===== src/hw/rtl/mpa_fifo.sv =====
// Short request queue between the front and back parts.
// No dependencies.
`default_nettype none

module mpa_fifo #(
  parameter int WIDTH = 32,
  parameter int DEPTH = 4
) (
  input  wire logic             clk,
  input  wire logic             rst,
  input  wire logic             push,
  input  wire logic [WIDTH-1:0] wdata,
  output      logic             full,
  input  wire logic             pop,
  output      logic             nonempty,
  output      logic [WIDTH-1:0] rdata
);

  localparam int PW = (DEPTH > 1) ? $clog2(DEPTH) : 1;
  localparam int CW = $clog2(DEPTH + 1);

  logic [WIDTH-1:0] slots [DEPTH];
  logic [PW-1:0]    wr_ptr;
  logic [PW-1:0]    rd_ptr;
  logic [CW-1:0]    count;

  assign full     = (count == CW'(DEPTH));
  assign nonempty = (count != '0);
  assign rdata    = slots[rd_ptr];

  always_ff @(posedge clk) begin
    if (push) begin
      slots[wr_ptr] <= wdata;
    end
  end

  always_ff @(posedge clk) begin
    if (rst) begin
      wr_ptr <= '0;
      rd_ptr <= '0;
      count  <= '0;
    end else begin
      if (push) begin
        wr_ptr <= (wr_ptr == PW'(DEPTH - 1)) ? '0 : wr_ptr + PW'(1);
      end
      if (pop) begin
        rd_ptr <= (rd_ptr == PW'(DEPTH - 1)) ? '0 : rd_ptr + PW'(1);
      end
      if (push && !pop) begin
        count <= count + CW'(1);
      end else if (pop && !push) begin
        count <= count - CW'(1);
      end
    end
  end

  a_no_overflow: assert property (@(posedge clk) disable iff (rst) !(push && full))
    else $error("queue pushed while full");
  a_no_underflow: assert property (@(posedge clk) disable iff (rst) pop |-> nonempty)
    else $error("queue popped while empty");

endmodule

`default_nettype wire


===== config.mk =====
export PLATFORM = sky130hd
export DESIGN_NAME = mpa_fifo
export DESIGN_NICKNAME = d
export VERILOG_FILES = /design/src/hw/rtl/mpa_fifo.sv
export SDC_FILE = /design/constraint.sdc
export NUM_CORES = 1
export LEC_CHECK = 0
export BUFFER_PORTS_ARGS = -buffer_cell sky130_fd_sc_hd__buf_2
export CELL_PAD_IN_SITES_DETAIL_PLACEMENT = 0
export CELL_PAD_IN_SITES_GLOBAL_PLACEMENT = 1
export CORE_ASPECT_RATIO = 1.25
export CORE_UTILIZATION = 47
export CTS_BUF_LIST = sky130_fd_sc_hd__clkbuf_4 sky130_fd_sc_hd__clkbuf_8
export CTS_CLUSTER_DIAMETER = 80
export CTS_CLUSTER_SIZE = 28
export DETAILED_ROUTE_END_ITERATION = 8
export GPL_TIMING_DRIVEN = 0
export PLACE_DENSITY_LB_ADDON = 0.1
export SLEW_MARGIN = 20
export SYNTH_ARGS = -nofsm -noshare
export SYNTH_HDL_FRONTEND = slang
export SYNTH_SLANG_ARGS = --single-unit

===== constraint.sdc =====
create_clock -name clk -period 2.22 [get_ports clk]
set_input_delay 0.222 -clock clk [delete_from_list [all_inputs] [get_ports clk]]
set_output_delay 0.222 -clock clk [all_outputs]
set_load 0.05 [all_outputs]

Yosys cells after proc, flatten, opt, wreduce, memory -nomap -nowiden:

Memories as Yosys holds them, arrays and structs flattened. A register that Yosys moved wholly into a read port is not among the register bits.
Cells that the tools add are included.

* register bits after elaboration: 7
* bits in writable memories: 128
* output and inout bits: 34
* memories: 1

* add/subtract/negate cells: 4
* equality and inequality tests: 3
* muxes and demuxes: 8
* reduce and logical (&&, ||, !) cells: 6

Memories
* slots: depth 4, bits a word 32, read ports 1, clocked after Yosys merged registers in 1, write ports 1, line 22 `logic [WIDTH-1:0] slots [DEPTH];`

Operators with widths (number)
* $mux W2: 4
* $mux W3: 2
* $add A2 B1 Y2 const B: 2
* $eq A2 B2 Y1 const B: 2
* $add A3 B1 Y3 const B: 1
* $eq A3 B3 Y1 const B: 1
* $reduce_bool A3 Y1: 1
* $sub A3 B1 Y3 const B: 1
* $logic_and A1 B1 Y1: 2
* $logic_not A1 Y1: 2
* $mux W1: 2
* $reduce_bool A2 Y1: 1

Logic depth before layout (Yosys ltp):

Gate-level depths: netlist of run 1.

* depth after elaboration: 4
* depth in mapped cells: 7

Least setup slack after synthesis of run 1:

No wires, ideal clock.

* path kind: reg-to-reg
* start: reg wr_ptr[0]
* end: mem slots[3][0] (enable)
* setup time: 392 ps
* data arrival time: 1341 ps
* required time: 1828 ps
* setup slack: 487 ps
* stages on the path, launching flop included: 3
* buffers on the path: 0
* cell sequence: dfxtp_1 -> ha_1 -> and2_1

RTL lines
* from (decl): line 23 `logic [PW-1:0] wr_ptr;`
* from (signal assigned): line 44 `wr_ptr <= (wr_ptr == PW'(DEPTH - 1)) ? '0 : wr_ptr + PW'(1);`
* to (decl): line 22

No word-level cell before the write port.

==> impl.org, run 1 <==
** Worst setup path
- Kind of critical path :: reg -> out
- Required time of the worst setup path :: 2.00 ns
- Cell depth of the worst flop-to-flop path :: 3
- Traced cell by cell, the critical path runs through buf_6, buf_12, mux4_2, buf_2.
- Crit start category :: flop
- Critical path data arrival time :: 1.81 ns
- Broken down by cell family, the worst path's largest delay share belongs to buffers and inverters.
- Count of buffering cells on the critical path with inverters included :: 3
- Crit-path slowest cell :: mux4_2
- Reg2reg start :: wr_ptr[0]
- Delay contributed by the slowest stage of the critical path :: 0.52 ns
- STA classifies the critical path endpoint as a primary output.
- Along the worst path, the maximum fanout reaches 10.
- Worst R2R Setup Slack :: 0.60 ns
- In this run the critical register-to-register path is captured at slots[3][2].

** Finish
- Diodes inserted :: 0
- Final #Nets :: 373
- The library cell used most frequently in the layout, excluding fill and tap cells, is edfxtp_1.
- Area added between synthesis and finish :: 25.20%
- Most used cells in the layout excluding fill and tap cells :: edfxtp_1, buf_2, mux4_2
- At the end of the flow the core is filled with cells to 0.6045.
- Layout cells sized above 1 :: 0.4164

** Placed design
- Routability cong. :: 0.6075
- Placed wire-length estimate :: 5.222 mm
- Number of buffer cells added on primary ports :: 69

** STA
- In the finished design, the share of the clock period the worst path needs comes to 0.9151.
- Timing-limited maximum frequency :: 492.3 MHz
- The smallest clock period supported by the final layout is computed as 2.031 ns.
- Between clock sinks in the finished design, the worst skew comes to 0.008157 ns.
- Setup repair after global routing left no endpoint under its margin.
- After routing, the total negative slack on setup checks comes to 0 ns.
- Measured slew at the worst slew-check pin :: 0.5333 ns
- The max-slew violation total from the final report was 0.
- Measured against its own limit, the worst slew margin works out to 0.6445.
- Number of hold violations in the final report :: 0
- Setup violations remaining at the end of the flow were counted as 0.

** Global routing
- All-Layer GR Usage :: 0.1685
- Gr ovfl total :: 0
- The number of global-route vias before repair was 2564.
- Initial antenna violation count :: 0
- Global-route wire length before repair :: 13.30 mm
- Maximum number of pins on one net before global-route repair :: 26

** Min path
- The startpoint identified for the worst hold timing path is wdata[21].
- End of the worst hold path :: slots[0][21]
- Number of cells on the worst hold path :: 1
- Path category of the worst min-delay check :: in -> reg

** Power
- Max IR drop VDD :: 0.0005151 V
- For this design the static power due to leakage is 2.255 nW.
- Power density over the cells :: 922.6 nW/µm²

** Floorplan
- The die is 118.5 µm tall.
- The floorplan step set the die width to 95.17 µm.
- For this configuration, the core starts out at a cell density of 0.4828.
- Die footprint :: 11270 µm²
- The floorplan has 42 rows.
- The floorplan step defined a core boundary enclosing 10560 µm².
- Pin placement for this block handled 70 I/O pins.

** Logic synthesis
- Proportion of netlist area held by the largest area contributor :: 0.7537
- By area the synthesized netlist is led by edfxtp_1, mux4_2, dfxtp_1.
- After synthesis, the mean cell area works out to 24.17 µm².
- Number of warnings printed during yosys synthesis :: 0
- The cell area that synthesis handed to floorplanning was 5100 µm².
- Post-synthesis cell count :: 211
- The share of the Yosys chip area taken by registers is 0.7890.
- Number of synthesized register bits :: 137
- Number of nets produced by synthesis :: 254
- Biggest area consumer among synthesized cells :: edfxtp_1
- Synth unique cells :: 18

** Detailed routing
- In this run the remaining antenna-violating nets after routing total 0.
- After detailed routing, the number of remaining DRC violations is 0.
- For this block, the initial DRC count from the detailed router was 126.
- First-pass iteration count of the detailed router :: 4
- Total routed wirelength :: 8.491 mm
- After detailed routing, the average wire length per cell comes to 17.95 µm.
- Vias :: 2437
- Average via count per standard cell :: 5.152

** Clock network
- The tree built by TritonCTS fans out to 137 sinks.
- TritonCTS clock tree :: done
- The tree is rooted in a clkbuf_8.
- After clock tree synthesis, the clock-pin slew on the worst setup and hold paths is 0.06 ns.
- Clock latency at the later pin of the worst-skew pair :: 0.43 ns
- Number of buffers added by the clock tree synthesis step :: 17
- H-tree level count :: 4
- Resized cells post-CTS :: 0
- In this run the deepest clock path goes through 2 buffers.

** Status
- Result of the run :: complete, no violations

** Flow run
- Max-cap violations in this run came to 0.
repair_timing:
item	4_1_cts	5_1_grt
setup buffers	0	0
hold endpoints to repair	104	0
hold buffers	27	0
endpoints found under the setup margin	0	0
metal layers:
metal,up-vias,part of all wire,track usage
li1,1117,-,-
met1,1255,0.42,0.2012
met2,54,0.53,0.2777
met3,11,0.036,0.04955
met4,0,0.015,0.07670
met5,-,0,0
worst reg2reg max path: cells and delay by family, from the launching register on:
kind,cells,cell delay [ns]
simple gates,1,0.49
flops,1,0.40
buf+inv,1,0.23
fa+ha+maj,1,0.19
metrics by stage:
stage	worst slack [ns]	instances	instance area (µm²)	power (mW)	hold slack, ns
6_report	0.1886	473	6385	5.891	0.02323
3_3_place_gp	-0.2164	412	5610	3.824	0.4343
3_5_place_dp	0.5135	416	5710	3.852	0.4413
5_1_grt	0.1230	473	6385	6.102	0.006883
4_1_cts	0.1555	473	6385	5.958	0.0001145
2_1_floorplan	0.4874	211	5100	3.626	0.2911
report_power, final:
group	switching (mW)	leakage (nW)	total, mW	internal [mW]
Clock	0.852	0.207	2.07	1.22
Sequential	0.0371	1.25	2.99	2.95
Combinational	0.541	0.798	0.831	0.290
Total	1.43	2.25	5.89	4.46
kinds of logic after synthesis:
logic type,after synthesis,synth area share
DFF,137,0.7890
AOI/OAI and AO/OA,3,0.002943
and+or+nand+nor,15,0.01546
adders and majority gates,7,0.01865
muxes,36,0.1506
buffers and inverters,11,0.01987
xor gates and xnor gates,2,0.003435
cell type report:
cell class                 count  area [µm²]
fill                         783        4178
buffer                         7       86.33
tap                          132       165.2
multi-input combinational     63       979.7
clock inverter                11       155.1
inverter                       4       15.01
clock buffer                  19       249.0
sequential                   137        4024
timing repair buffer         100       710.7
flip-flops by register name, indices dropped and copies added, names as in the netlist, named ones only:
name	cells
slots	128
rd_ptr	2
wr_ptr	2
count	3
worst max-delay path by stage:
stage                             end  depth (start not counted)  slack, ns      start
after floorplan           slots[3][0]                          2       0.49  wr_ptr[0]
after global placement    slots[3][8]                          2      -0.22  wr_ptr[0]
after detailed placement     count[2]                          8       0.51        pop
after CTS                   rdata[27]                          4       0.16       flop
after global routing        rdata[27]                          4       0.12       flop
final                       rdata[27]                          4       0.19       flop
synth_stat cells (all sizes together):
library cell and instances:
xor2 2, inv 4, and2 4, or3 2
mux4 32, buf 7, edfxtp 128, o21ai 1
a21oi 2, nor3b 2, ha 6, nor2 7
dfxtp 9, mux2i 4, fa 1
Note: power is estimated with default switching activity, not from simulation.
==> inputs of run 2 (changes only) <==
- CORE_UTILIZATION: 47 -> 50
- TNS_END_PERCENT: default -> 50
==> run 2 against run 1 <==
Effect of this change: register-to-register slack improved by 0.06 ns; sequential share of layout area decreased by 0.48 points; clock power about the same; global-route usage increased by 0.76 points; critical endpoint unchanged; largest cell class unchanged; largest power group unchanged.
==> impl.org, run 2 (synthesis gave the netlist of run 1 again) <==
** Status
- Result of the run :: complete, no violations (unchanged)

** STA
- Final setup viols :: 0 (unchanged)
- The worst setup margin is 0.1995 ns (was 0.1886 ns).
- Timing-limited maximum frequency :: 494.9 MHz (was 492.3 MHz)
- Number of hold violations in the final report :: 0 (unchanged)
- Slew Viols, Final :: 0 (unchanged)
- RSZ-0062 raised after global routing :: false (unchanged)
- Min Clock Period, post-route :: 2.020 ns (was 2.031 ns)
- The setup skew after layout was 0.008749 ns (was 0.008157 ns).
- The worst slew margin relative to its limit is 0.6527 (was 0.6445).
- Period utilisation layout :: 0.9101 (was 0.9151)
- Measured slew at the worst slew-check pin :: 0.5209 ns (was 0.5333 ns)

** Finish
- The total of fill cells in the finished design came to 700 (was 783).
- Most used cells in the layout excluding fill and tap cells :: edfxtp_1, buf_2, dlygate4sd3_1 (was edfxtp_1, buf_2, mux4_2)
- The flip-flop count of the largest register, all copies and words added was 128 (unchanged).
- Register ranked first by flip-flop count :: slots (unchanged)
- The area growth from synthesis to layout is 26.15% (was 25.20%).
- Biggest registers after layout :: slots: 128 flops, count: 3 flops (unchanged)
- The leading cell type in the layout, fill and taps excluded is edfxtp_1 (unchanged).
- The fraction of final layout cells sized beyond drive strength 1 is 0.4207 (was 0.4164).
- The final antenna diode count was 0 (unchanged).
- The net total in the final layout was 377 (was 373).
- The final standard cell area without fillers came to 6434 µm² (was 6385 µm²).

** Clock network
- Number of buffers added by the clock tree synthesis step :: 17 (unchanged)
- H-tree level count :: 4 (unchanged)
- The count of hold-fix buffers inserted at cts was 31 (was 27).
- Clock latency at the later pin of the worst-skew pair :: 0.42 ns (was 0.43 ns)
- Clock edge transition at the registers on the reported setup and hold paths :: 0.08 ns (was 0.06 ns)
- The number of gates resized after cts came to 0 (unchanged).
- The CTS tree was done (unchanged).
- CTS sink count :: 137 (unchanged)
- The post-CTS setup buffer count is 0 (unchanged).
- Clock buffer depth :: 2 (unchanged)
- Root buffer cell :: clkbuf_8 (unchanged)

** Global routing
- The most utilized layer in the global route result is met2 (unchanged).
- Number of global-route vias before repair :: 2560 (was 2564)
- Maximum number of pins on one net before global-route repair :: 23 (was 26)
- The global-route track usage on met3 is 0.05556 (was 0.04955).
- Met2 usage :: 0.3002 (was 0.2777)
- All-Layer GR Usage :: 0.1761 (was 0.1685)
- The residual overflow from global routing was 0 (unchanged).
- Global-route wire length before repair :: 13.21 mm (was 13.30 mm)
- Met1 Use GR :: 0.2055 (was 0.2012)
- Initial antenna violation count :: 0 (unchanged)

** Detailed routing
- Wirelength per Cell :: 17.90 µm (was 17.95 µm)
- Total routed wirelength :: 8.467 mm (was 8.491 mm)
- Vias :: 2431 (was 2437)
- Number of routed nets with antenna violations :: 0 (unchanged)
- The number of vias per cell after detailed routing was 5.140 (was 5.152).
- First-pass iteration count of the detailed router :: 4 (unchanged)
- Count of unresolved DRC violations after routing :: 0 (unchanged)
- Initial DRC Count :: 111 (was 126)

** Placed design
- The HPWL after detailed placement was 5.370 mm (was 5.222 mm).
- Dpl ws :: 0.5004 ns (was 0.5135 ns)
- The cell area after placement was 5710 µm² (unchanged).
- The placer congestion estimate was 0.6306 (was 0.6075).
- The number of port buffers was 69 (unchanged).

** Floorplan
- Placeable core region :: 9759 µm² (was 10560 µm²)
- Starting Density :: 0.5226 (was 0.4828)
- Height of the die :: 114.9 µm (was 118.5 µm)
- Cell row count :: 40 (was 42)
- I/O pin cnt :: 70 (unchanged)
- The overall die width was 92.33 µm (was 95.17 µm).
- The area of the die was 10610 µm² (was 11270 µm²).

** Power
- Power density over the cells :: 912.2 nW/µm² (was 922.6 nW/µm²)
- Max IR drop VDD :: 0.0004602 V (was 0.0005151 V)
- The standby leakage power is 2.271 nW (was 2.255 nW).

** Min path
- Path category of the worst min-delay check :: in -> reg (unchanged)
- The number of cells traversed by the worst hold path is 1 (unchanged).

** Worst setup path
- The category of the worst setup path launch point is a flop (unchanged).
- The maximum fanout along the worst path was 10 (unchanged).
- The arrival time at the worst endpoint is 1.80 ns (was 1.81 ns).
- Required time of the worst setup path :: 2.00 ns (about the same)
- The register-to-register setup slack came to 0.66 ns (was 0.60 ns).
- The critical path capture point type is a primary output (unchanged).
- The type of the setup path with the least slack is reg -> out (unchanged).
- The cell depth of the worst flop-to-flop path was 3 (unchanged).

** Flow run
- The reported max-cap violation count is 0 (unchanged).
-- run 2: final cells by class --
cell class / instances / area (µm²) / share of cell area
flip-flops and latches: 137 / 4024 / 0.6254
multi-input cells: 63 / 979.7 / 0.1523
repair buffers: 104 / 758.2 / 0.1179
clock buffers: 18 / 241.5 / 0.03753
clock inverters: 14 / 171.4 / 0.02664
well taps: 126 / 157.7 / 0.02450
plain buffers: 7 / 86.33 / 0.01342
inverters: 4 / 15.01 / 0.002334
-- run 2: routing by layer --
metal | vias to the layer above | part of all wire
li1 | 1128 | -
met1 | 1240 | 0.41
met2 | 56 | 0.55
met3 | 7 | 0.035
met4 | 0 | 0.011
met5 | - | 0
-- run 2: worst max-delay path, cell delays in order (launching register included) --
cell     delay [ns]
dfxtp_1        0.33
buf_6          0.14
buf_12         0.16
mux4_2         0.52
buf_2          0.23
-- run 2: stage by stage --
| step | power [mW] | instances | util | hold WS [ns] | setup TNS (ns) |
|---|---|---|---|---|---|
| final | 5.869 | 473 | 0.6592 | 0.04838 | 0 |
| after global routing | 6.082 | 473 | 0.6592 | 0.01660 | 0 |
| after CTS | 5.944 | 473 | 0.6592 | 0.002071 | 0 |
| after detailed placement | 3.857 | 410 | 0.5851 | 0.4397 | 0 |
| after global placement | 3.816 | 406 | 0.5741 | 0.4339 | -13.05 |
| after floorplan | 3.626 | 211 | - | 0.2911 | 0 |
-- run 2: path summary, 6_finish.rpt --
path	end	from
max	rdata[27]	flop
min	slots[2][29]	wdata[29]
max reg2reg	slots[1][15]	wr_ptr[0]
min reg2reg	count[2]	count[2]
-- run 2: power breakdown --
| part | internal [mW] | total (mW) | switching [mW] |
|---|---|---|---|
| clock network | 1.13 | 2.04 | 0.914 |
| logic | 0.299 | 0.838 | 0.539 |
| registers | 2.95 | 2.99 | 0.0390 |
| total | 4.38 | 5.87 | 1.49 |
