<file path="config.mk">
export PLATFORM = sky130hd
export DESIGN_NAME = mpa_front
export DESIGN_NICKNAME = d
export VERILOG_FILES = /design/src/hw/rtl/mpa_pkg.sv /design/src/hw/rtl/mpa_front.sv
export SDC_FILE = /design/constraint.sdc
export NUM_CORES = 1
export LEC_CHECK = 0
export BUFFER_PORTS_ARGS = -buffer_cell sky130_fd_sc_hd__buf_2
export CAP_MARGIN = 20
export CORE_MARGIN = 3
export CORE_UTILIZATION = 55
export DETAILED_ROUTE_END_ITERATION = 7
export GPL_TIMING_DRIVEN = 0
export HOLD_SLACK_MARGIN = 0.15
export MAX_ROUTING_LAYER = met4
export PLACE_DENSITY_LB_ADDON = 0.1
export SYNTH_ARGS = -nofsm -noshare
export SYNTH_HDL_FRONTEND = slang
export SYNTH_SLANG_ARGS = --single-unit
export TNS_END_PERCENT = 30
</file>
<file path="constraint.sdc">
create_clock -name clk -period 5.5 [get_ports clk]
set_input_delay 1.1 -clock clk [delete_from_list [all_inputs] [get_ports clk]]
set_output_delay 1.1 -clock clk [all_outputs]
set_load 0.01 [all_outputs]
</file>
<file path="src/hw/rtl/mpa_pkg.sv">
// Shared constants, register codes and types for the max pooling block.
// No dependencies; mpa_front, mpa_back and the top file refer to it by scoped names.
`default_nettype none

package mpa_pkg;

  localparam int MAX_COLS     = 256;
  localparam int MAX_CHANNELS = 16;
  localparam int MAX_WINDOW   = 8;
  localparam int SAMPLE_BITS  = 16;

  localparam int ROW_LIMIT    = 4096;
  localparam int ROWS_W       = 13;
  localparam int COLS_REG_W   = 9;
  localparam int CHAN_REG_W   = 5;
  localparam int WIN_REG_W    = 4;
  localparam int ROW_POS_W    = 12;
  localparam int ARG_W        = 3;
  localparam int OUT_CH_W     = 4;
  localparam int CFG_INDEX_W  = 3;
  localparam int CFG_DATA_W   = 13;
  localparam int QUEUE_DEPTH  = 4;

  localparam logic [ROWS_W-1:0]     RESET_ROWS  = 13'd28;
  localparam logic [COLS_REG_W-1:0] RESET_COLS  = 9'd28;
  localparam logic [CHAN_REG_W-1:0] RESET_CHANS = 5'd1;
  localparam logic [WIN_REG_W-1:0]  RESET_KROWS = 4'd2;
  localparam logic [WIN_REG_W-1:0]  RESET_KCOLS = 4'd2;

  typedef enum logic [CFG_INDEX_W-1:0] {
    REG_IMAGE_ROWS    = 3'd0,
    REG_IMAGE_COLS    = 3'd1,
    REG_CHANNEL_COUNT = 3'd2,
    REG_WINDOW_ROWS   = 3'd3,
    REG_WINDOW_COLS   = 3'd4
  } mpa_reg_t;

  typedef struct packed {
    logic first;
    logic win_end;
    logic img_end;
  } mpa_flags_t;

  localparam int FLAGS_W = $bits(mpa_flags_t);

endpackage

`default_nettype wire

</file>
<file path="src/hw/rtl/mpa_front.sv">
// Front part: configuration registers, raster position counters and
// classification of each sample into a store request. Uses mpa_pkg.
`default_nettype none

module mpa_front #(
  parameter int MAX_COLS     = mpa_pkg::MAX_COLS,
  parameter int MAX_CHANNELS = mpa_pkg::MAX_CHANNELS,
  parameter int MAX_WINDOW   = mpa_pkg::MAX_WINDOW,
  parameter int SAMPLE_BITS  = mpa_pkg::SAMPLE_BITS,
  localparam int AW   = $clog2(MAX_COLS * MAX_CHANNELS),
  localparam int WINW = $clog2(MAX_WINDOW),
  localparam int CHW  = (MAX_CHANNELS > 1) ? $clog2(MAX_CHANNELS) : 1
) (
  input  wire logic                                clk,
  input  wire logic                                rst,
  input  wire logic                                cfg_valid,
  input  wire logic [mpa_pkg::CFG_INDEX_W-1:0]     cfg_index,
  input  wire logic [mpa_pkg::CFG_DATA_W-1:0]      cfg_data,
  input  wire logic                                in_valid,
  output      logic                                in_stall,
  input  wire logic signed [SAMPLE_BITS-1:0]       sample,
  input  wire logic                                queue_full,
  output      logic                                push,
  output      logic [SAMPLE_BITS-1:0]              req_sample,
  output      logic [AW-1:0]                       req_addr,
  output      logic [WINW-1:0]                     req_row,
  output      logic [WINW-1:0]                     req_col,
  output      logic [CHW-1:0]                      req_chan,
  output      mpa_pkg::mpa_flags_t                 req_flags
);

  localparam int RW   = mpa_pkg::ROWS_W;
  localparam int RPW  = mpa_pkg::ROW_POS_W;
  localparam int RSW  = RW + 1;
  localparam int COLW = $clog2(MAX_COLS);
  localparam int CW   = $clog2(MAX_COLS + 1);
  localparam int CSW  = CW + 2;
  localparam int CHNW = $clog2(MAX_CHANNELS + 1);
  localparam int KW   = $clog2(MAX_WINDOW + 1);

  logic [RW-1:0]                     reg_rows;
  logic [mpa_pkg::COLS_REG_W-1:0]    reg_cols;
  logic [mpa_pkg::CHAN_REG_W-1:0]    reg_chans;
  logic [mpa_pkg::WIN_REG_W-1:0]     reg_krows;
  logic [mpa_pkg::WIN_REG_W-1:0]     reg_kcols;

  logic [RW-1:0]   rows_used;
  logic [CW-1:0]   cols_used;
  logic [CHNW-1:0] chans_used;
  logic [KW-1:0]   krows_used;
  logic [KW-1:0]   kcols_used;

  logic [RPW-1:0]  row_pos;
  logic [RPW-1:0]  row_start;
  logic [WINW-1:0] row_in_win;
  logic [COLW-1:0] col_pos;
  logic [COLW-1:0] col_start;
  logic [WINW-1:0] col_in_win;
  logic [CHW-1:0]  chan_pos;
  logic [AW-1:0]   addr_base;

  logic            cfg_known;
  logic            accept;
  logic [RSW-1:0]  row_band_end;
  logic [CSW-1:0]  col_band_end;
  logic            row_ok;
  logic            col_ok;
  logic            row_last_band;
  logic            col_last_band;
  logic            chan_last;
  logic            col_last;
  logic            row_last;
  logic            col_win_last;
  logic            row_win_last;

  always_comb begin
    cfg_known = 1'b1;
    unique case (cfg_index)
      mpa_pkg::REG_IMAGE_ROWS,
      mpa_pkg::REG_IMAGE_COLS,
      mpa_pkg::REG_CHANNEL_COUNT,
      mpa_pkg::REG_WINDOW_ROWS,
      mpa_pkg::REG_WINDOW_COLS: cfg_known = 1'b1;
      default: cfg_known = 1'b0;
    endcase
  end

  always_ff @(posedge clk) begin
    if (rst) begin
      reg_rows  <= mpa_pkg::RESET_ROWS;
      reg_cols  <= mpa_pkg::RESET_COLS;
      reg_chans <= mpa_pkg::RESET_CHANS;
      reg_krows <= mpa_pkg::RESET_KROWS;
      reg_kcols <= mpa_pkg::RESET_KCOLS;
    end else if (cfg_valid) begin
      unique case (cfg_index)
        mpa_pkg::REG_IMAGE_ROWS:    reg_rows  <= cfg_data[RW-1:0];
        mpa_pkg::REG_IMAGE_COLS:    reg_cols  <= cfg_data[mpa_pkg::COLS_REG_W-1:0];
        mpa_pkg::REG_CHANNEL_COUNT: reg_chans <= cfg_data[mpa_pkg::CHAN_REG_W-1:0];
        mpa_pkg::REG_WINDOW_ROWS:   reg_krows <= cfg_data[mpa_pkg::WIN_REG_W-1:0];
        mpa_pkg::REG_WINDOW_COLS:   reg_kcols <= cfg_data[mpa_pkg::WIN_REG_W-1:0];
        default: ;
      endcase
    end
  end

  // clamp each register into its usable range, zero counts as one
  assign rows_used  = (reg_rows == '0) ? RW'(1) :
                      (32'(reg_rows) > mpa_pkg::ROW_LIMIT) ? RW'(mpa_pkg::ROW_LIMIT) :
                      reg_rows;
  assign cols_used  = (reg_cols == '0) ? CW'(1) :
                      (32'(reg_cols) > MAX_COLS) ? CW'(MAX_COLS) : CW'(reg_cols);
  assign chans_used = (reg_chans == '0) ? CHNW'(1) :
                      (32'(reg_chans) > MAX_CHANNELS) ? CHNW'(MAX_CHANNELS) :
                      CHNW'(reg_chans);
  assign krows_used = (reg_krows == '0) ? KW'(1) :
                      (32'(reg_krows) > MAX_WINDOW) ? KW'(MAX_WINDOW) : KW'(reg_krows);
  assign kcols_used = (reg_kcols == '0) ? KW'(1) :
                      (32'(reg_kcols) > MAX_WINDOW) ? KW'(MAX_WINDOW) : KW'(reg_kcols);

  // a window band is inside the pooled area when it ends at or before the edge
  assign row_band_end  = RSW'(row_start) + RSW'(krows_used);
  assign col_band_end  = CSW'(col_start) + CSW'(kcols_used);
  assign row_ok        = (row_band_end <= RSW'(rows_used));
  assign col_ok        = (col_band_end <= CSW'(cols_used));
  assign row_last_band = ((row_band_end + RSW'(krows_used)) > RSW'(rows_used));
  assign col_last_band = ((col_band_end + CSW'(kcols_used)) > CSW'(cols_used));

  assign chan_last    = ((CHNW'(chan_pos) + CHNW'(1)) == chans_used);
  assign col_last     = ((CW'(col_pos) + CW'(1)) == cols_used);
  assign row_last     = ((RW'(row_pos) + RW'(1)) == rows_used);
  assign col_win_last = ((KW'(col_in_win) + KW'(1)) == kcols_used);
  assign row_win_last = ((KW'(row_in_win) + KW'(1)) == krows_used);

  assign in_stall = queue_full;
  assign accept   = in_valid && !in_stall;
  assign push     = accept && row_ok && col_ok;

  assign req_sample        = sample;
  assign req_addr          = addr_base + AW'(chan_pos);
  assign req_row           = row_in_win;
  assign req_col           = col_in_win;
  assign req_chan          = chan_pos;
  assign req_flags.first   = (row_in_win == '0) && (col_in_win == '0);
  assign req_flags.win_end = row_win_last && col_win_last;
  assign req_flags.img_end = row_last_band && col_last_band && chan_last;

  always_ff @(posedge clk) begin
    if (rst || (cfg_valid && cfg_known)) begin
      row_pos    <= '0;
      row_start  <= '0;
      row_in_win <= '0;
      col_pos    <= '0;
      col_start  <= '0;
      col_in_win <= '0;
      chan_pos   <= '0;
      addr_base  <= '0;
    end else if (accept) begin
      if (!chan_last) begin
        chan_pos <= chan_pos + CHW'(1);
      end else begin
        chan_pos <= '0;
        if (col_last) begin
          col_pos    <= '0;
          col_start  <= '0;
          col_in_win <= '0;
          addr_base  <= '0;
          if (row_last) begin
            row_pos    <= '0;
            row_start  <= '0;
            row_in_win <= '0;
          end else begin
            row_pos <= row_pos + RPW'(1);
            if (row_win_last) begin
              row_in_win <= '0;
              row_start  <= row_pos + RPW'(1);
            end else begin
              row_in_win <= row_in_win + WINW'(1);
            end
          end
        end else begin
          col_pos <= col_pos + COLW'(1);
          if (col_win_last) begin
            col_in_win <= '0;
            col_start  <= col_pos + COLW'(1);
            addr_base  <= addr_base + AW'(chans_used);
          end else begin
            col_in_win <= col_in_win + WINW'(1);
          end
        end
      end
    end
  end

  a_offsets_in_window: assert property (@(posedge clk) disable iff (rst)
      (KW'(row_in_win) < krows_used) && (KW'(col_in_win) < kcols_used))
    else $error("window offset beyond window size");

endmodule

`default_nettype wire

</file>
# Yosys cells after proc, flatten, opt, wreduce, memory -nomap -nowiden
# Cells that the tools add are included.
totals:
  register_bits: 97
  elab_cells: 101
  rom_bits: 0
  output_inout_bits: 43
  mem_bits_rw: 0
  mem_count: 0
  in_bits: 37
  latch_bits: 0
classes:
  reduce_logical: 30
  shift: 0
  n_addsub: 16
  n_div: 0
  n_lt_le_gt_ge: 9
  mux: 24
  n_mul: 0
  bitwise: 0
  n_eq_ne: 9
ops:
  columns: ["cell", "n"]
  rows:
  - ["$mux W12", 5]
  - ["$mux W13", 2]
  - ["$mux W8", 3]
  - ["$mux W4", 5]
  - ["$mux W9", 2]
  - ["$add A13 B4 Y14", 1]
  - ["$gt A14 B13 Y1", 1]
  - ["$add A12 B1 Y13 const B", 1]
  - ["$add A12 B4 Y13", 1]
  - ["$eq A13 B13 Y1", 1]
  - ["$gt A13 B13 Y1 const B", 1]
  - ["$le A13 B13 Y1", 1]
  - ["$logic_not A13 Y1", 1]
  - ["$add A12 B1 Y12 const B", 1]
  - ["$add A12 B4 Y12", 1]
  - ["$add A12 B5 Y12", 1]
  - ["$mux W3", 4]
  - ["$reduce_and A2 Y1", 6]
  - ["$add A9 B4 Y10", 1]
  - ["$gt A10 B9 Y1", 1]
  - ["$mux W5", 2]
  - ["$add A8 B1 Y9 const B", 1]
  - ["$add A8 B4 Y9", 1]
  - ["$eq A9 B9 Y1", 1]
  - ["26 further kinds", 43]

# Logic depth before layout (Yosys ltp)
# Gate-level depths: netlist of run 1.
logic_depth:
  ltp_word: 8
  depth_mapped: 21

# Worst setup path before layout of run 1
# OpenSTA, ideal clock, no wires.
synth_timing:
  path_kind: "register to output"
  from: "register reg_krows[2] in the netlist's numbering"
  to: "output port req_flags[0] in the netlist's numbering"
  path_stages_with_launch: 21
  arrival_ns: 3.722
  slack_ns: 0.678
  path_cell_list: "dfxtp_1 > nor2_1 > nor2_1 > nor2_1 > ha_1 > inv_1 > fa_1 > inv_1 > ha_1 > a21o_1 > a21oi_1 > nor2b_1 > o21ai_0 > nor2_1 > xnor2_1 > ha_1 > nand3_1 > nor2_1 > a2111oi_0 > a31oi_1 > o31a_1"
synth_rtl:
  columns: ["element", "line_no", "rtl"]
  rows:
  - ["start, declared", "mpa_front.sv:44", "logic [mpa_pkg::WIN_REG_W-1:0] reg_krows;"]
  - ["start signal, assigned", "mpa_front.sv:93", "reg_krows <= mpa_pkg::RESET_KROWS;"]
  - ["start signal, assigned", "mpa_front.sv:100", "mpa_pkg::REG_WINDOW_ROWS: reg_krows <= cfg_data[mpa_pkg::WIN_REG_W-1:0];"]
  - ["end, declared", "mpa_front.sv:29", "output mpa_pkg::mpa_flags_t req_flags"]

==> results of run 1 <==
==> metrics by stage <==
stage,hold slack (ns),utilization [%],TNS (ns),cells
2_1_floorplan,0.436,-,0,914
3_3_place_gp,0.455,60.6,-0.217,1152
3_5_place_dp,0.458,60.7,-0.192,1153
4_1_cts,0.467,63.8,0,1171
5_1_grt,0.501,65.2,-0.212,1182
6_report,0.469,65.2,0,1182
==> kinds of logic (layout without fill, tap and decap cells) <==
family | after synthesis | count (layout) | share of synthesized area [%]
AOI/OAI and AO/OA | 192 | 192 | 17.4
DFF | 97 | 97 | 25.8
xor gates and xnor gates | 91 | 91 | 11.3
muxes | 19 | 19 | 2.53
adders and majority gates | 82 | 82 | 14.2
and+or+nand+nor | 334 | 334 | 22.6
buffers and inverters | 99 | 191 | 6.08
==> synthesized netlist by cell type (3+ instances only) <==
| cell type | count |
|---|---|
| nor2_1 | 69 |
| a22oi_1 | 4 |
| a41oi_1 | 4 |
| nor3b_1 | 4 |
| nor2b_1 | 32 |
| a2bb2oi_1 | 4 |
| fa_1 | 6 |
| o211ai_1 | 6 |
| o31ai_1 | 9 |
| o21bai_1 | 5 |
| ha_1 | 76 |
| nand3_1 | 33 |
| and4_1 | 4 |
| o221a_2 | 6 |
| and2_1 | 7 |
| and3_1 | 14 |
| xnor2_1 | 54 |
| or4_1 | 7 |
| xor2_1 | 32 |
| nand2_1 | 91 |
| nand2b_1 | 17 |
| a2111oi_0 | 3 |
| buf_2 | 6 |
| nand4_1 | 12 |
| o21ai_0 | 27 |
| dfxtp_1 | 97 |
| buf_4 | 19 |
| buf_1 | 4 |
| o22ai_1 | 7 |
| nor4_1 | 5 |
| o21a_1 | 10 |
| a211o_1 | 7 |
| or3_1 | 5 |
| nand3b_1 | 8 |
| a21o_1 | 10 |
| clkbuf_1 | 25 |
| a31oi_1 | 8 |
| a21oi_1 | 51 |
| mux2i_1 | 19 |
| nor3_1 | 14 |
| inv_1 | 44 |
| a22o_1 | 12 |
==> layer usage <==
layer	vias up	wire length (um)	share of wire, %	GRT usage [%]
met5	-	0	0	-
li1	3410	-	-	-
met1	3174	8430	44	32.2
met2	139	9390	49	43.9
met3	31	794	4.2	4.39
met4	0	444	2.3	8.30
==> state kept, by name, summed over array words and instances, names as in the netlist <==
register,flops
req_chan,4
reg_kcols,4
reg_cols,9
col_start,8
row_pos,12
reg_chans,5
req_row,3
req_col,3
addr_base,12
reg_krows,4
reg_rows,13
col_pos,8
row_start,12
==> how the worst min path moves through the flow <==
stage,start,endpoint,cells after the start
4_1_cts,reg_rows[0],reg_rows[0],2
5_1_grt,addr_base[3],addr_base[3],2
3_5_place_dp,reg_rows[0],reg_rows[0],2
3_3_place_gp,reg_rows[0],reg_rows[0],2
6_report,reg_rows[0],reg_rows[0],2
2_1_floorplan,reg_rows[0],reg_rows[0],2
==> power by group <==
group          total [mW]  internal [mW]  switching, mW
Combinational       0.202         0.0879          0.114
Clock               0.628          0.324          0.304
Sequential          0.720          0.709         0.0107
==> area by class of cell <==
cell class                      count  area, um^2  share of cell area, %
Timing Repair Buffer               76         415                   4.79
Clock inverter                      6        51.3                  0.591
Buffer                             55         293                   3.38
Clock buffer                       10         239                   2.75
Sequential cell                    97        1950                   22.5
Multi-Input combinational cell    718        5340                   61.5
Tap cell                          176         220                   2.54
Inverter                           44         165                   1.90
==> worst max-delay path, stage by stage (launching register included) <==
cell and delay (ns):
dfxtp_4 0.36, nor2_4 0.10, nor2_2 0.04, nor2_2 0.16, ha_2 0.21, inv_2 0.04, fa_2 0.59, inv_1 0.07
ha_1 0.27, a21o_1 0.20, a21oi_2 0.16, nor2b_1 0.08, o21ai_2 0.23, nor2_1 0.10, xnor2_1 0.14, ha_1 0.32
nand2_1 0.11, nor2_4 0.06, a2111oi_4 0.34, a31oi_4 0.14, o31a_1 0.12, buf_2 0.14
==> timing repair <==
item,4_1_cts,5_1_grt
pin swaps,8,24
gates resized for setup,25,32
gates cloned,0,0
buffers inserted,2,11
hold endpoints to repair,0,0
setup endpoints to repair,1,2
==> results.md, run 1 <==
* R2R setup slack at between 1.5 and 2 ns
* Overall Power at 1.55 mW
* RePlAce Congestion at around 0.96
* Via count at 6754
* Layout area overhead at 15.2%
* Crit path kind: register to output port
* First-pass GRT wire length at about 31000 um
* Half-perimeter wire length after placement at 14600 um
* Routed Antenna Nets at 0
* Crit share post-route at roughly 99%
* Vias in the first global route at 6227
* Slew Limit Fails at 0
* Post-synth top area share at 25.8%
* GRT overflow at 0
* Peak supply drop at between 0.1 and 0.15 mV
* Cell Area, Synth at 7530 um^2
* IO Pins at 80
* Worst R2R Start: col_pos[0]
* Netlist cell types at 70
* Die area at between 15000 and 20000 um^2
* Antenna diodes at 0
* Clk_lat worst skew at around 0.36 ns
* Reg2reg end: row_start[1]
* Post-synth top area cell: dfxtp_1
* DR pass1 iterations at 5
* TritonCTS Sinks at 97
* CP Capture Point: req_flags[0]
* Antenna violations before repair at 0
* Status: completed
* Die extent in x at between 100 and 150 um
* Area after DPL at just over 8000 um^2
* Worst Path Required at about 4.4 ns
* H-tree depth at 3
* Post-Route WL at approximately 19000 um
* CTS root buffer: clkbuf_16
* Syn Inst Count at between 900 and 1000
* Commonest non-fill, non-tap cells in the layout: dfxtp_1, nand2_1, ha_1
* Slew headroom at 36.1%
* Setup Skew at just over 0.007 ns
* Fillers at around 1200
* Hold Vio Cnt, Final at 0
* Most common cell after layout, fill and taps aside: dfxtp_1
* Final Setup Violations at 0
* GRT Total Usage at a little over a quarter
* DRT iter0 DRCs at 316
* Reg2Reg Depth at 10
* Worst hold-check path type: register to register
* Actual slew at the worst max-slew pin at 0.958 ns
* FF+latch count, synth at between 90 and 100
* Avg Cell Area, Syn at 8.24 um^2
* Drt wl/cell at between 15 and 20 um
* Clock slew at reported path FFs at roughly 0.070 ns
* Row count at 42
* I/O Buffers at 62
* Worst slack at placement at -0.192 ns
* Initial Util at 56.6%
* Post-route cell area at about 8700 um^2
* FMAX at between 0.15 and 0.2 GHz
* Die Y at 123 um
* Worst-path fanout max at 4
* RSZ-0062 raised after global routing: yes
* CTS Buf Count at 9
* Layout cell share with drive strength beyond 1 at about 18%
* Hold_buf cts at 0
* DRC viols at 0
* Synthesized netlist net count at between 1000 and 1500
* Top cells by area, synth: dfxtp_1, ha_1, xnor2_1
* EDFF count, synth at 0
* Min Tclk post-route at roughly 5.4 ns
* TritonCTS clock tree: built
* Leak at approximately 3.7 nW
* Largest net degree at the start of global routing at 18
* Worst setup EP type: output port
* PwrDens at between 150 and 200 nW/um^2
* Vias/cell at 5.71
* Synth Flop Type: dfxtp_1
* CP startpoint: reg_krows[2]
* Setup WS post-layout at between 0.08 and 0.09 ns
* Critical Path AT at 4.32 ns
* Asr flop ratio synth at 0%
* Nets at approximately 1100
* Post-synthesis sequential area ratio at between 20% and 30%
* Yosys warning total at 0
* CP startpoint kind: register
* Clk buf depth at 2
* Max Cap Viol at 0
* Core Region at roughly 13000 um^2
Note: power is estimated with default switching activity, not from simulation.
==> run 2: changes to the inputs <==
--- a/config.mk
+++ b/config.mk
@@ -13,7 +13,7 @@
 export GPL_TIMING_DRIVEN = 0
 export HOLD_SLACK_MARGIN = 0.15
 export MAX_ROUTING_LAYER = met4
-export PLACE_DENSITY_LB_ADDON = 0.1
+export PLACE_DENSITY = 0.79
 export SYNTH_ARGS = -nofsm -noshare
 export SYNTH_HDL_FRONTEND = slang
 export SYNTH_SLANG_ARGS = --single-unit
==> run 2 against run 1 <==
Global-route usage grew 0.67 points. Clock-buffer cell count grew 2. Sequential power barely moved. Highest routed layer unchanged. Die area did not move. Setup slack lost 0.049 ns. Maximum frequency down 0.90%.
==> results.md, run 2 (synthesized netlist as in run 1, its figures left out) <==
* Status: completed (unchanged)
* RSZ-0062 raised after global routing: yes (unchanged)
* RePlAce Congestion at 0.886 (was 0.963)
* Comb power frac at 12.7% (was 13.0%)
* Max Cap Viol at 0 (unchanged)
* Vias/cell at 5.82 (was 5.71)
* TritonCTS Sinks at 97 (unchanged)
* Die Y at 123 um (unchanged)
* Setup Skew at 0.0118 ns (was 0.00704 ns)
* PwrDens at 184 nW/um^2 (was 179 nW/um^2)
* Antenna violations before repair at 0 (unchanged)
* Hold Vio Cnt, Final at 0 (unchanged)
* Vias in the first global route at 6602 (was 6227)
* DRT iter0 DRCs at 559 (was 316)
* DR pass1 iterations at 5 (unchanged)
* Slowest CP cell: fa_2 (unchanged)
* Most common cell after layout, fill and taps aside: dfxtp_1 (unchanged)
* Min Tclk post-route at 5.47 ns (was 5.42 ns)
* Seq pwr share at 44.8% (was 46.5%)
* Die extent in x at 123 um (unchanged)
* Drt wl/cell at 16.2 um (was 16.1 um)
* H-tree depth at 3 (unchanged)
* Critical Path AT at 4.37 ns (was 4.32 ns)
* WP buf/inv at 3 (unchanged)
* Initial Util at 56.6% (unchanged)
* Max FFs per register at 13 (unchanged)
* Via count at 6881 (was 6754)
* Worst setup EP type: output port (unchanged)
* FMAX at 0.183 GHz (was 0.185 GHz)
* Clk_lat worst skew at 0.36 ns (about the same)
* CTS root buffer: clkbuf_16 (unchanged)
* Layout area overhead at 15.7% (was 15.2%)
* Antenna diodes at 0 (unchanged)
* Nets at 1120 (unchanged)
* Critical path's most frequent cell: nor2_1
* GRT Total Usage at 26.8% (was 26.2%)
* Worst-path fanout max at 4 (unchanged)
* Setup WS post-layout at 0.0316 ns (was 0.0807 ns)
* TNS Setup at 0 ns (unchanged)
* Slew headroom at 29.1% (was 36.1%)
* GRT overflow at 0 (unchanged)
* First-pass GRT wire length at 31700 um (was 30500 um)
* I/O Buffers at 62 (unchanged)
* Actual slew at the worst max-slew pin at 1.06 ns (was 0.958 ns)
* Area after DPL at 8060 um^2 (was 8070 um^2)
* Slew Limit Fails at 0 (unchanged)
* IO Pins at 80 (unchanged)
* Clock group share of total power at 42.5% (was 40.5%)
* Layout cell share with drive strength beyond 1 at 17.5% (was 17.7%)
* Peak supply drop at 0.152 mV (was 0.133 mV)
* Fin cells at 1182 (unchanged)
* Crit path max-delay family: simple AND/OR/NAND/NOR gates (was adder cells)
* Largest net degree at the start of global routing at 17 (was 18)
* TritonCTS clock tree: built (unchanged)
* Worst Path Required at 4.40 ns (about the same)
* NetSw at 415 uW (was 428 uW)
* Placed insts at 1152 (was 1153)
* Final core occ at 65.6% (was 65.2%)
* DRC viols at 0 (unchanged)
* Worst path cell trace: nor2_1 > nor2_1 > nor2_2 > ha_2 > inv_1 > fa_2 > inv_1 > a21oi_1 > o21bai_2 > and3_4 > xor2_4 > nand4_1 > nor4b_4 > xor2_1 > ha_1 > nand4_1 > nor2_1 > nand3_1 > o2111ai_1 > a31oi_2 > o31a_1 > buf_2 (was nor2_4 > nor2_2 > nor2_2 > ha_2 > inv_2 > fa_2 > inv_1 > ha_1 > a21o_1 > a21oi_2 > nor2b_1 > o21ai_2 > nor2_1 > xnor2_1 > ha_1 > nand2_1 > nor2_4 > a2111oi_4 > a31oi_4 > o31a_1 > buf_2)
* Final Setup Violations at 0 (unchanged)
* P_int at 1.19 mW (was 1.12 mW)
* Routed Antenna Nets at 0 (unchanged)
* Sw Ratio at 25.8% (was 27.6%)
* CP startpoint kind: register (unchanged)
* Die area at 15100 um^2 (unchanged)
* Crit share post-route at 99.4% (was 98.5%)
* Post-Route WL at 19200 um (was 19100 um)
* Leak at 3.81 nW (was 3.75 nW)
* Crit path kind: register to output port (unchanged)
* Clk buf depth at 2 (unchanged)
* Slowest stage delay, CP at 0.36 ns (was 0.59 ns)
* Worst hold-check path type: register to register (unchanged)
* Half-perimeter wire length after placement at 14700 um (was 14600 um)
* Post-route cell area at 8720 um^2 (was 8670 um^2)
* Core Region at 13300 um^2 (unchanged)
* Clock slew at reported path FFs at 0.07 ns (about the same)
* Top reg by flops: reg_rows (unchanged)
* Row count at 42 (unchanged)
* CTS Buf Count at 9 (unchanged)
* Commonest non-fill, non-tap cells in the layout: dfxtp_1, nand2_1, ha_1 (unchanged)
* Worst slack at placement at -0.0810 ns (was -0.192 ns)
* WHS at 0.477 ns (was 0.469 ns)
* Overall Power at 1.61 mW (was 1.55 mW)
run 2: cell types whose count changed in the layout (fill, tap and decap cells not counted), moves of 2 or more:
cell / change
nor2_1: +3
nor2_2: -2
clkinvlp_4: -3
o21ai_1: +2
a21oi_1: +2
dfxtp_2: +2
a21oi_2: -2
clkbuf_8: +2
buf_4: -2
run 2: worst min-delay path, cell delays in order, from the launching register on:
cell and delay (ns):
dfxtp_1 0.32, nand2_1 0.05, a21oi_1 0.05
run 2: layer usage:
metal / up-vias / GRT usage [%] / share of wire [%]
met1: 3201 / 35.7 / 46
li1: 3410 / - / -
met5: - / - / 0
met4: 0 / 9.27 / 2.5
met2: 228 / 41.7 / 44
met3: 42 / 4.21 / 6.8
run 2: worst paths after layout:
check,slack [ns],end,cells past startpoint,startpoint
setup / recovery,0.03,req_flags[0],22,reg_krows[1]
hold reg to reg,0.48,reg_rows[0],2,reg_rows[0]
setup reg to reg,1.84,row_pos[5],12,row_pos[0]
hold / removal,0.48,reg_rows[0],2,reg_rows[0]
run 2: repair_timing:
action | 4_1_cts | 5_1_grt
resized for setup | 30 | 26
pin swaps | 13 | 11
hold buffers | 0 | 0
hold endpoints to repair | 0 | 0
buffers inserted | 8 | 5
endpoints found under the setup margin | 1 | 2
run 2: final cells by class:
type / count / area (um^2)
multi-input cells: 718 / 5340
clock inverters: 4 / 58.8
inverters: 44 / 165
flip-flops and latches: 97 / 1950
plain buffers: 55 / 293
clock buffers: 12 / 267
well taps: 176 / 220
repair buffers: 76 / 417
fillers: 1110 / 4580
run 2: power by group through the flow:
| stage | logic, mW | registers [mW] | clock network (mW) |
|---|---|---|---|
| after floorplan | 0.134 | 0.733 | 0 |
| after global placement | 0.185 | 0.736 | 0 |
| after detailed placement | 0.190 | 0.736 | 0 |
| after CTS | 0.199 | 0.720 | 0.690 |
| after global routing | 0.227 | 0.722 | 0.718 |
| final | 0.204 | 0.721 | 0.683 |
